--- src/sv/tba_pkg.sv ---
// Package: shared constants, command codes and queue word type for the time binned accumulator.
`timescale 1ns / 1ps

package tba_pkg;

	localparam int NumBins    = 16;
	localparam int QueueDepth = 8;
	localparam int TimeW      = 32;
	localparam int ValueW     = 16;
	localparam int RidxW      = 4;
	localparam int CmdW       = 2;
	localparam int MaxBinsW   = 7;

	localparam logic [TimeW-1:0] PeriodReset = 32'd60;

	localparam logic [CmdW-1:0] CmdAdd   = 2'd0;
	localparam logic [CmdW-1:0] CmdStart = 2'd1;
	localparam logic [CmdW-1:0] CmdRead  = 2'd2;

	typedef struct packed {
		logic [CmdW-1:0]   cmd;
		logic [ValueW-1:0] value;
		logic [RidxW-1:0]  ridx;
		logic              clear;
		logic              found;
		logic              expired;
		logic [TimeW-1:0]  block_end;
	} item_t;

endpackage

--- src/sv/time_binned_accumulator_core.sv ---
// Top level of the time binned accumulator: front, queue and back.
//
// Input channel (in_valid/in_stall) takes one command word per cycle: add a
// sample into the bin whose window holds its time, start a session and clear
// the bins, or read one bin. Output channel (out_valid/out_stall) returns one
// result word per command, in order. The bin_period register is written over
// cfg_valid/cfg_ready, which is always ready; write it only while idle.
// A word passes the front stages, the queue, the back and the output register.
// Throughput is one word per cycle: the front runs three stages (session
// start, window bounds, compare and pick), the back does one bin memory
// read-modify-write per cycle with forwarding between neighboring words.
// When the receiver stalls, the output register holds, the back halts and the
// queue fills; in_stall rises once the queue plus words in the front reach the
// queue depth. Reset sets bin_period to 60, the session start to zero and
// every bin to zero through per-bin valid flags; no clearing pass is needed.
`timescale 1ns / 1ps

module time_binned_accumulator_core #(
	parameter int NUM_BINS    = tba_pkg::NumBins,
	parameter int QUEUE_DEPTH = tba_pkg::QueueDepth
) (
	input  logic                       clk,
	input  logic                       arst_n,
	input  logic                       in_valid,
	output logic                       in_stall,
	input  logic [tba_pkg::CmdW-1:0]   cmd,
	input  logic [tba_pkg::TimeW-1:0]  sample_time,
	input  logic [tba_pkg::ValueW-1:0] sample_value,
	input  logic [tba_pkg::RidxW-1:0]  read_index,
	input  logic                       cfg_valid,
	output logic                       cfg_ready,
	input  logic [tba_pkg::TimeW-1:0]  bin_period,
	output logic                       out_valid,
	input  logic                       out_stall,
	output logic                       accepted,
	output logic [tba_pkg::ValueW-1:0] bin_value,
	output logic                       expired,
	output logic [tba_pkg::TimeW-1:0]  block_end
);

	localparam int IdxW   = (NUM_BINS > 1) ? $clog2(NUM_BINS) : 1;
	localparam int LvlW   = $clog2(QUEUE_DEPTH + 1);
	localparam int ItemW  = $bits(tba_pkg::item_t);
	localparam int WordW  = ItemW + IdxW;

	logic                 q_push;
	logic                 q_pop;
	logic                 q_nonempty;
	logic [LvlW-1:0]      q_level;
	tba_pkg::item_t       push_item;
	logic [IdxW-1:0]      push_idx;
	logic [WordW-1:0]     push_word;
	logic [WordW-1:0]     pop_word;
	tba_pkg::item_t       pop_item;
	logic [IdxW-1:0]      pop_idx;

	tba_front #(
		.NUM_BINS    (NUM_BINS),
		.QUEUE_DEPTH (QUEUE_DEPTH),
		.IDX_W       (IdxW),
		.LVL_W       (LvlW)
	) u_front (
		.clk          (clk),
		.arst_n       (arst_n),
		.in_valid     (in_valid),
		.in_stall     (in_stall),
		.cmd          (cmd),
		.sample_time  (sample_time),
		.sample_value (sample_value),
		.read_index   (read_index),
		.cfg_valid    (cfg_valid),
		.cfg_ready    (cfg_ready),
		.bin_period   (bin_period),
		.q_level      (q_level),
		.q_push       (q_push),
		.q_item       (push_item),
		.q_idx        (push_idx)
	);

	assign push_word = {push_item, push_idx};

	tba_fifo #(
		.DEPTH (QUEUE_DEPTH),
		.WIDTH (WordW),
		.LVL_W (LvlW)
	) u_fifo (
		.clk      (clk),
		.arst_n   (arst_n),
		.push     (q_push),
		.din      (push_word),
		.pop      (q_pop),
		.dout     (pop_word),
		.nonempty (q_nonempty),
		.level    (q_level)
	);

	assign pop_item = pop_word[WordW-1:IdxW];
	assign pop_idx  = pop_word[IdxW-1:0];

	tba_back #(
		.NUM_BINS (NUM_BINS),
		.IDX_W    (IdxW)
	) u_back (
		.clk       (clk),
		.arst_n    (arst_n),
		.q_valid   (q_nonempty),
		.q_item    (pop_item),
		.q_idx     (pop_idx),
		.q_pop     (q_pop),
		.out_valid (out_valid),
		.out_stall (out_stall),
		.accepted  (accepted),
		.bin_value (bin_value),
		.expired   (expired),
		.block_end (block_end)
	);

endmodule

--- src/sv/tba_fifo.sv ---
// Queue between the classifying front and the bin update back.
`timescale 1ns / 1ps

module tba_fifo #(
	parameter int DEPTH = tba_pkg::QueueDepth,
	parameter int WIDTH = $bits(tba_pkg::item_t),
	parameter int PTR_W = (DEPTH > 1) ? $clog2(DEPTH) : 1,
	parameter int LVL_W = $clog2(DEPTH + 1)
) (
	input  logic             clk,
	input  logic             arst_n,
	input  logic             push,
	input  logic [WIDTH-1:0] din,
	input  logic             pop,
	output logic [WIDTH-1:0] dout,
	output logic             nonempty,
	output logic [LVL_W-1:0] level
);

	logic [WIDTH-1:0] slot_q [DEPTH];
	logic [PTR_W-1:0] wr_ptr_q;
	logic [PTR_W-1:0] rd_ptr_q;
	logic [LVL_W-1:0] level_q;

	function automatic logic [PTR_W-1:0] next_ptr(input logic [PTR_W-1:0] p);
		logic [PTR_W-1:0] r;
		if (p == PTR_W'(DEPTH - 1)) begin
			r = '0;
		end else begin
			r = p + 1'b1;
		end
		return r;
	endfunction

	always_ff @(posedge clk or negedge arst_n) begin
		if (!arst_n) begin
			wr_ptr_q <= '0;
			rd_ptr_q <= '0;
			level_q  <= '0;
		end else begin
			if (push) begin
				wr_ptr_q <= next_ptr(wr_ptr_q);
			end
			if (pop) begin
				rd_ptr_q <= next_ptr(rd_ptr_q);
			end
			if (push && !pop) begin
				level_q <= level_q + 1'b1;
			end else if (pop && !push) begin
				level_q <= level_q - 1'b1;
			end
		end
	end

	always_ff @(posedge clk) begin
		if (push) begin
			slot_q[wr_ptr_q] <= din;
		end
	end

	assign dout     = slot_q[rd_ptr_q];
	assign nonempty = (level_q != '0);
	assign level    = level_q;

endmodule

--- src/sv/tba_front.sv ---
// Front: accepts words, tracks the session start and classifies each time against the bins.
`timescale 1ns / 1ps

module tba_front #(
	parameter int NUM_BINS    = tba_pkg::NumBins,
	parameter int QUEUE_DEPTH = tba_pkg::QueueDepth,
	parameter int IDX_W       = (NUM_BINS > 1) ? $clog2(NUM_BINS) : 1,
	parameter int LVL_W       = $clog2(QUEUE_DEPTH + 1)
) (
	input  logic                         clk,
	input  logic                         arst_n,
	input  logic                         in_valid,
	output logic                         in_stall,
	input  logic [tba_pkg::CmdW-1:0]     cmd,
	input  logic [tba_pkg::TimeW-1:0]    sample_time,
	input  logic [tba_pkg::ValueW-1:0]   sample_value,
	input  logic [tba_pkg::RidxW-1:0]    read_index,
	input  logic                         cfg_valid,
	output logic                         cfg_ready,
	input  logic [tba_pkg::TimeW-1:0]    bin_period,
	input  logic [LVL_W-1:0]             q_level,
	output logic                         q_push,
	output tba_pkg::item_t               q_item,
	output logic [IDX_W-1:0]             q_idx
);

	logic [tba_pkg::TimeW-1:0]  off_q [NUM_BINS+1];
	logic [tba_pkg::TimeW-1:0]  start_q;
	logic                       take;
	logic                       restart;
	logic [LVL_W:0]             occupancy;

	logic                       v_s1, v_s2, v_s3;
	logic [tba_pkg::CmdW-1:0]   cmd_s1, cmd_s2, cmd_s3;
	logic [tba_pkg::TimeW-1:0]  time_s1, time_s2;
	logic [tba_pkg::ValueW-1:0] value_s1, value_s2, value_s3;
	logic [tba_pkg::RidxW-1:0]  ridx_s1, ridx_s2, ridx_s3;
	logic                       clear_s1, clear_s2, clear_s3;
	logic [tba_pkg::TimeW-1:0]  start_s1;
	logic [tba_pkg::TimeW-1:0]  lo_s2 [NUM_BINS+1];
	logic                       found_s3, expired_s3;
	logic [IDX_W-1:0]           idx_s3;
	logic [tba_pkg::TimeW-1:0]  end_s3;

	logic [NUM_BINS-1:0]        match;
	logic [NUM_BINS-1:0]        first;
	logic [tba_pkg::TimeW-1:0]  end_sel;
	logic [IDX_W-1:0]           idx_sel;

	assign cfg_ready = 1'b1;
	assign take      = in_valid && !in_stall;
	assign restart   = ((cmd == tba_pkg::CmdAdd) && (start_q == '0)) ||
		(cmd == tba_pkg::CmdStart);
	assign occupancy = {1'b0, q_level} + (LVL_W+1)'(v_s1) + (LVL_W+1)'(v_s2) +
		(LVL_W+1)'(v_s3);
	assign in_stall  = (occupancy >= (LVL_W+1)'(QUEUE_DEPTH));

	always_ff @(posedge clk or negedge arst_n) begin
		if (!arst_n) begin
			for (int i = 0; i <= NUM_BINS; i++) begin
				off_q[i] <= tba_pkg::TimeW'(i) * tba_pkg::PeriodReset;
			end
		end else if (cfg_valid) begin
			for (int i = 0; i <= NUM_BINS; i++) begin
				off_q[i] <= tba_pkg::TimeW'(i) * bin_period;
			end
		end
	end

	always_ff @(posedge clk or negedge arst_n) begin
		if (!arst_n) begin
			start_q <= '0;
			v_s1    <= 1'b0;
			v_s2    <= 1'b0;
			v_s3    <= 1'b0;
		end else begin
			if (take && restart) begin
				start_q <= sample_time;
			end
			v_s1 <= take;
			v_s2 <= v_s1;
			v_s3 <= v_s2;
		end
	end

	always_ff @(posedge clk) begin
		if (take) begin
			cmd_s1   <= cmd;
			time_s1  <= sample_time;
			value_s1 <= sample_value;
			ridx_s1  <= read_index;
			clear_s1 <= restart;
			start_s1 <= restart ? sample_time : start_q;
		end
	end

	always_ff @(posedge clk) begin
		cmd_s2   <= cmd_s1;
		time_s2  <= time_s1;
		value_s2 <= value_s1;
		ridx_s2  <= ridx_s1;
		clear_s2 <= clear_s1;
		for (int i = 0; i <= NUM_BINS; i++) begin
			lo_s2[i] <= start_s1 + off_q[i];
		end
	end

	always_comb begin
		for (int i = 0; i < NUM_BINS; i++) begin
			match[i] = (time_s2 >= lo_s2[i]) && (time_s2 < lo_s2[i+1]);
		end
		first   = match & (~match + 1'b1);
		end_sel = '0;
		idx_sel = '0;
		for (int i = 0; i < NUM_BINS; i++) begin
			end_sel = end_sel | ({tba_pkg::TimeW{first[i]}} & lo_s2[i+1]);
			idx_sel = idx_sel | ({IDX_W{first[i]}} & IDX_W'(i));
		end
	end

	always_ff @(posedge clk) begin
		cmd_s3     <= cmd_s2;
		value_s3   <= value_s2;
		ridx_s3    <= ridx_s2;
		clear_s3   <= clear_s2;
		found_s3   <= |match;
		idx_s3     <= idx_sel;
		end_s3     <= (|match) ? end_sel : lo_s2[NUM_BINS];
		expired_s3 <= (time_s2 >= lo_s2[NUM_BINS]);
	end

	assign q_push           = v_s3;
	assign q_item.cmd       = cmd_s3;
	assign q_item.value     = value_s3;
	assign q_item.ridx      = ridx_s3;
	assign q_item.clear     = clear_s3;
	assign q_item.found     = found_s3;
	assign q_item.expired   = expired_s3;
	assign q_item.block_end = end_s3;
	assign q_idx            = idx_s3;

endmodule

--- src/sv/tba_back.sv ---
// Back: bin memory read-modify-write, clearing and the output register.
`timescale 1ns / 1ps

module tba_back #(
	parameter int NUM_BINS = tba_pkg::NumBins,
	parameter int IDX_W    = (NUM_BINS > 1) ? $clog2(NUM_BINS) : 1
) (
	input  logic                       clk,
	input  logic                       arst_n,
	input  logic                       q_valid,
	input  tba_pkg::item_t             q_item,
	input  logic [IDX_W-1:0]           q_idx,
	output logic                       q_pop,
	output logic                       out_valid,
	input  logic                       out_stall,
	output logic                       accepted,
	output logic [tba_pkg::ValueW-1:0] bin_value,
	output logic                       expired,
	output logic [tba_pkg::TimeW-1:0]  block_end
);

	logic [tba_pkg::ValueW-1:0]   bin_q [NUM_BINS];
	logic [NUM_BINS-1:0]          vld_q;
	logic [NUM_BINS-1:0]          vld_d;

	logic [tba_pkg::MaxBinsW-1:0] ridx_w;
	logic                         rd_ok;
	logic [IDX_W-1:0]             addr_pop;

	logic                         v_b1;
	tba_pkg::item_t               item_b1;
	logic [IDX_W-1:0]             addr_b1;
	logic                         rd_ok_b1;
	logic [tba_pkg::ValueW-1:0]   rd_b1;
	logic                         vld_b1;
	logic                         byp_b1;
	logic [tba_pkg::ValueW-1:0]   byp_data_b1;

	logic                         adv_b1;
	logic                         wr;
	logic [tba_pkg::ValueW-1:0]   old;
	logic [tba_pkg::ValueW-1:0]   sum;

	logic                         out_valid_q;
	logic                         accepted_q;
	logic [tba_pkg::ValueW-1:0]   bin_value_q;
	logic                         expired_q;
	logic [tba_pkg::TimeW-1:0]    block_end_q;

	assign ridx_w   = tba_pkg::MaxBinsW'(q_item.ridx);
	assign rd_ok    = (ridx_w < tba_pkg::MaxBinsW'(NUM_BINS));
	assign addr_pop = (q_item.cmd == tba_pkg::CmdRead) ? ridx_w[IDX_W-1:0] : q_idx;

	assign adv_b1 = v_b1 && (!out_valid_q || !out_stall);
	assign q_pop  = q_valid && (!v_b1 || adv_b1);
	assign wr     = v_b1 && (item_b1.cmd == tba_pkg::CmdAdd) && item_b1.found;

	always_comb begin
		if (item_b1.clear) begin
			old = '0;
		end else if (byp_b1) begin
			old = byp_data_b1;
		end else if (vld_b1) begin
			old = rd_b1;
		end else begin
			old = '0;
		end
		sum = old + item_b1.value;
	end

	always_comb begin
		vld_d = vld_q;
		if (adv_b1) begin
			if (item_b1.clear) begin
				vld_d = '0;
			end
			if (wr) begin
				vld_d[addr_b1] = 1'b1;
			end
		end
	end

	always_ff @(posedge clk or negedge arst_n) begin
		if (!arst_n) begin
			vld_q       <= '0;
			v_b1        <= 1'b0;
			out_valid_q <= 1'b0;
		end else begin
			vld_q <= vld_d;
			if (q_pop) begin
				v_b1 <= 1'b1;
			end else if (adv_b1) begin
				v_b1 <= 1'b0;
			end
			if (adv_b1) begin
				out_valid_q <= 1'b1;
			end else if (!out_stall) begin
				out_valid_q <= 1'b0;
			end
		end
	end

	always_ff @(posedge clk) begin
		if (adv_b1 && wr) begin
			bin_q[addr_b1] <= sum;
		end
		if (q_pop) begin
			rd_b1       <= bin_q[addr_pop];
			vld_b1      <= vld_d[addr_pop];
			byp_b1      <= adv_b1 && wr && (addr_b1 == addr_pop);
			byp_data_b1 <= sum;
			item_b1     <= q_item;
			addr_b1     <= addr_pop;
			rd_ok_b1    <= rd_ok;
		end
	end

	always_ff @(posedge clk) begin
		if (adv_b1) begin
			accepted_q  <= wr;
			bin_value_q <= ((item_b1.cmd == tba_pkg::CmdRead) && rd_ok_b1) ? old : '0;
			expired_q   <= item_b1.expired;
			block_end_q <= item_b1.block_end;
		end
	end

	assign out_valid = out_valid_q;
	assign accepted  = accepted_q;
	assign bin_value = bin_value_q;
	assign expired   = expired_q;
	assign block_end = block_end_q;

endmodule

--- config.mk ---
export PLATFORM = sky130hd
export DESIGN_NAME = time_binned_accumulator_core
export DESIGN_NICKNAME = d
export VERILOG_FILES = /design/src/sv/tba_pkg.sv /design/src/sv/time_binned_accumulator_core.sv /design/src/sv/tba_fifo.sv /design/src/sv/tba_front.sv /design/src/sv/tba_back.sv
export SDC_FILE = /design/constraint.sdc
export NUM_CORES = 2
export LEC_CHECK = 0
export CAP_MARGIN = 20
export CELL_PAD_IN_SITES_DETAIL_PLACEMENT = 1
export CELL_PAD_IN_SITES_GLOBAL_PLACEMENT = 2
export CORE_MARGIN = 4
export CORE_UTILIZATION = 45
export CTS_BUF_LIST = sky130_fd_sc_hd__clkbuf_16
export DETAILED_ROUTE_END_ITERATION = 6
export DONT_BUFFER_PORTS = 1
export HOLD_SLACK_MARGIN = 0.05
export PLACE_DENSITY = 0.79
export SETUP_SLACK_MARGIN = 0.05
export SLEW_MARGIN = 20
export SYNTH_ARGS = -nofsm -noshare
export SYNTH_HDL_FRONTEND = slang
export SYNTH_SLANG_ARGS = --single-unit
--- constraint.sdc ---
create_clock -name clk -period 10.2 [get_ports clk]
set_input_delay 1.53 -clock clk [delete_from_list [all_inputs] [get_ports clk]]
set_output_delay 1.53 -clock clk [all_outputs]
set_load 0.01 [all_outputs]
==> qor.txt <==
status -> completed
num rows -> 181
non-filler cells, final -> 13310
Static Leak -> 52.98 nW
share of layout cells above drive strength 1 -> 11.17%
worst vdd ir -> 0.0002635 V
core area -> 243500 µm²
Worst path slowest cell -> a2111oi_0
Rel. slew slack -> 20.95%
Iteration-0 DRC Markers -> 5943
Worst EP required -> 10.95 ns
# DRC -> 0
Root Buffer -> clkbuf_16
Die Area -> 253000 µm²
# port buffers -> 0
Syn Inst Count -> 9709
htree depth -> 4
RSZ-0062 raised after global routing -> no
Die Ht -> 503.0 µm
DR vias/cell -> 6.028
Clock transition at path regs -> 0.07 ns
synthesis-to-layout area growth -> 10.83%
initial antenna violation count -> 33
reg2reg end -> u_back.rd_b1[4]
syn_nets -> 11204
DRT antenna net count -> 0
Fin. Hold Viols -> 0
Crit Reg-Reg Startpoint -> u_fifo.rd_ptr_q[0]
CTS buffer count -> 209
clk buf depth -> 3
via count -> 80238
Overall Power -> 0.04381 W
gr usage total -> 30.62%
distinct cell type count after synthesis -> 91
worst-path cell chain -> ha_1, inv_1, fa_1, inv_1, ha_1, a21oi_1, o22ai_1, or2_2, a41oi_1, o2111ai_1, o211ai_1, a21oi_1, o31ai_1, nor2_1, a2111oi_0, nor3_1, a211o_1
clock tree sinks -> 1896
CP Capture Type -> flip-flop
Fin Setup TNS -> 0 ns
fmax -> 170.9 MHz
CP max stage delay -> 0.61 ns
Hold Crit Class -> primary input to asynchronous set/reset pin
mapped cell area -> 110300 µm²
sequential cell area fraction in the yosys report -> 44.65%
cell family with most CP delay -> compound AO/OA/AOI/OAI gates
critical path type -> primary input to flip-flop
synthesized area per cell -> 11.36 µm²
count of flip-flops with a built-in enable after synthesis -> 972
vias in the first global route -> 85093
Critical Path AT -> 6.61 ns
Yosys warnings -> 0
post-DP HPWL -> 301600 µm
clk_skew -> 0.1045 ns
final-stage net count -> 11416
max-slew violations -> 0
Tightest Pin Transition -> 1.176 ns
Async SR Flop Fraction -> 15.93%
Starting Density -> 45.29%
die width -> 503.0 µm
R2R cell count -> 8
Seq cells post-synth -> 1896
Setup Fix Bufs, Post-CTS -> 0
predominant post-synthesis flop cell -> edfxtp_1
largest net degree at the start of global routing -> 303
final worst-path cycle share -> 57.37%
WL final -> 392500 µm
Worst Path Max Fanout -> 14
I/O pins -> 144
CTS tree -> built
placed instance count -> 12908
# resized after CTS -> 0
Worst Setup Start Kind -> primary input
clk_lat worst skew -> 0.92 ns
CTS Hold Bufs -> 0
Bufs and invs on worst path -> 2
first-pass GRT wire length -> 568200 µm
max_cap viols -> 0
DR pass1 iterations -> 6
Power per Cell Area -> 358.5 nW/µm²
Overflow after GRT -> 0
Final setup viols -> 0
Placer Congestion -> 0.9598
WL/cell -> 29.49 µm
R2R Setup Slk -> 4.40 ns
min cycle time layout -> 5.852 ns
Fin Hold WS -> 0.3228 ns
[cells in the mapped netlist, drive strengths merged (32+ instances only)]
master / number / area [µm²]
ha: 1247 / 15600
edfxtp: 972 / 29190
inv: 967 / 3630
dfxtp: 622 / 12450
a21oi: 574 / 2880
nor2: 500 / 1877
xnor2: 458 / 4011
nand2: 425 / 1595
a21o: 410 / 3078
o21ai: 325 / 1627
mux2: 287 / 3232
dfrtp: 274 / 6857
mux4: 207 / 4662
nor3: 162 / 810.8
fa: 157 / 3143
xor2: 155 / 1358
nand3: 154 / 770.7
clkbuf: 130 / 489.2
nand4: 121 / 757.0
o21a: 111 / 833.3
nor2b: 98 / 613.1
and3: 86 / 538.0
nand2b: 80 / 508.0
o211ai: 75 / 563.0
o21bai: 75 / 563.0
a31oi: 66 / 412.9
or3: 64 / 405.4
a22o: 63 / 551.8
nor4: 59 / 384.1
a22oi: 50 / 375.4
and2: 48 / 300.3
a211oi: 47 / 357.8
mux2i: 46 / 460.4
o31ai: 45 / 337.8
buf: 43 / 210.2
a21boi: 35 / 262.8
o22ai: 33 / 206.5
a2111oi: 32 / 290.3
[worst register-to-register path, stage by stage, from the launching register on]
cell,delay (ns)
dfrtp_4,1.02
buf_4,0.69
mux4_2,0.61
mux2_2,0.32
nand2b_4,0.13
mux4_4,0.67
buf_4,0.86
mux4_2,0.71
mux4_2,0.46
[per-stage QoR]
stage          cell area [µm²]  setup WS [ns]  util [%]
2_1_floorplan           110300          2.182         -
3_3_place_gp            115000          3.380     47.26
3_5_place_dp            115100          3.356     47.28
4_1_cts                 122000          4.196     50.13
5_1_grt                 122200          3.952     50.19
6_report                122200          4.348     50.19
[per-layer routing]
| metal | GRT usage (%) | vias to the layer above | wire (µm) |
|---|---|---|---|
| li1 | - | 36208 | - |
| met3 | 4.360 | 669 | 21410 |
| met4 | 13.37 | 6 | 19650 |
| met2 | 51.19 | 2222 | 185300 |
| met1 | 39.67 | 41133 | 166000 |
| met5 | 0 | - | 39 |
[worst max-delay path by stage]
stage	start	endpoint	cells after the start
floorplan	out_stall	u_fifo.level[3]	10
global placement	bin_period[2]	u_front.off_q[191]	17
detailed placement	bin_period[4]	u_front.off_q[191]	17
CTS	u_fifo.rd_ptr_q[0]	u_back.rd_b1[2]	8
global route	u_fifo.rd_ptr_q[0]	u_back.rd_b1[2]	8
finish	bin_period[4]	u_front.off_q[191]	17
[cell families after synthesis]
kind of cell | share of synthesized area [%]
xor gates and xnor gates | 4.869
AOI/OAI and AO/OA | 13.49
other | 0.003401
DFF | 44.65
buffers and inverters | 3.926
adders and majority gates | 17.00
and+or+nand+nor | 8.481
muxes | 7.577
[state kept, by name (all words and copies together), names as in the netlist, 53 cells and up]
register and cells:
u_front.lo_s2 506, u_fifo.slot_q 488, u_back.bin_q 256, u_front.off_q 239, u_back.item_b1 53
[final cells by class]
class,count,area [µm²]
Clock inverter,182,1659
Tap cell,3202,4006
Fill cell,25481,121300
Timing Repair Buffer,174,1406
Clock buffer,211,5280
Inverter,967,3630
Multi-Input combinational cell,6673,56960
Sequential cell,1896,49240
Antenna cell,5,12.51
[cell usage in the layout, fill, tap and decap left out, drive strengths merged, types with 46 or more instances in the layout]
cell type | Yosys | final
nor2 | 500 | 500
a22o | 63 | 63
o211ai | 75 | 75
xnor2 | 458 | 458
o21ai | 325 | 325
xor2 | 155 | 155
nand4 | 121 | 121
a31oi | 66 | 66
or3 | 64 | 64
ha | 1247 | 1247
mux2 | 287 | 287
o21a | 111 | 111
o21bai | 75 | 75
buf | 43 | 174
a211oi | 47 | 47
clkbuf | 130 | 211
nand3 | 154 | 154
a21oi | 574 | 574
mux4 | 207 | 207
nand2 | 425 | 425
a22oi | 50 | 50
fa | 157 | 157
and3 | 86 | 86
and2 | 48 | 48
dfxtp | 622 | 622
inv | 967 | 1011
dfrtp | 274 | 274
nor2b | 98 | 98
edfxtp | 972 | 972
mux2i | 46 | 46
clkinv | 0 | 108
nand2b | 80 | 80
nor4 | 59 | 59
a21o | 410 | 410
nor3 | 162 | 162
[power by group]
| part | switching [W] | total [W] | internal (W) |
|---|---|---|---|
| clock | 0.00340 | 0.00765 | 0.00425 |
| combinational | 0.0134 | 0.0223 | 0.00892 |
| sequential | 0.00238 | 0.0138 | 0.0114 |
| total | 0.0192 | 0.0438 | 0.0246 |
(Power assumes the default switching activity.)
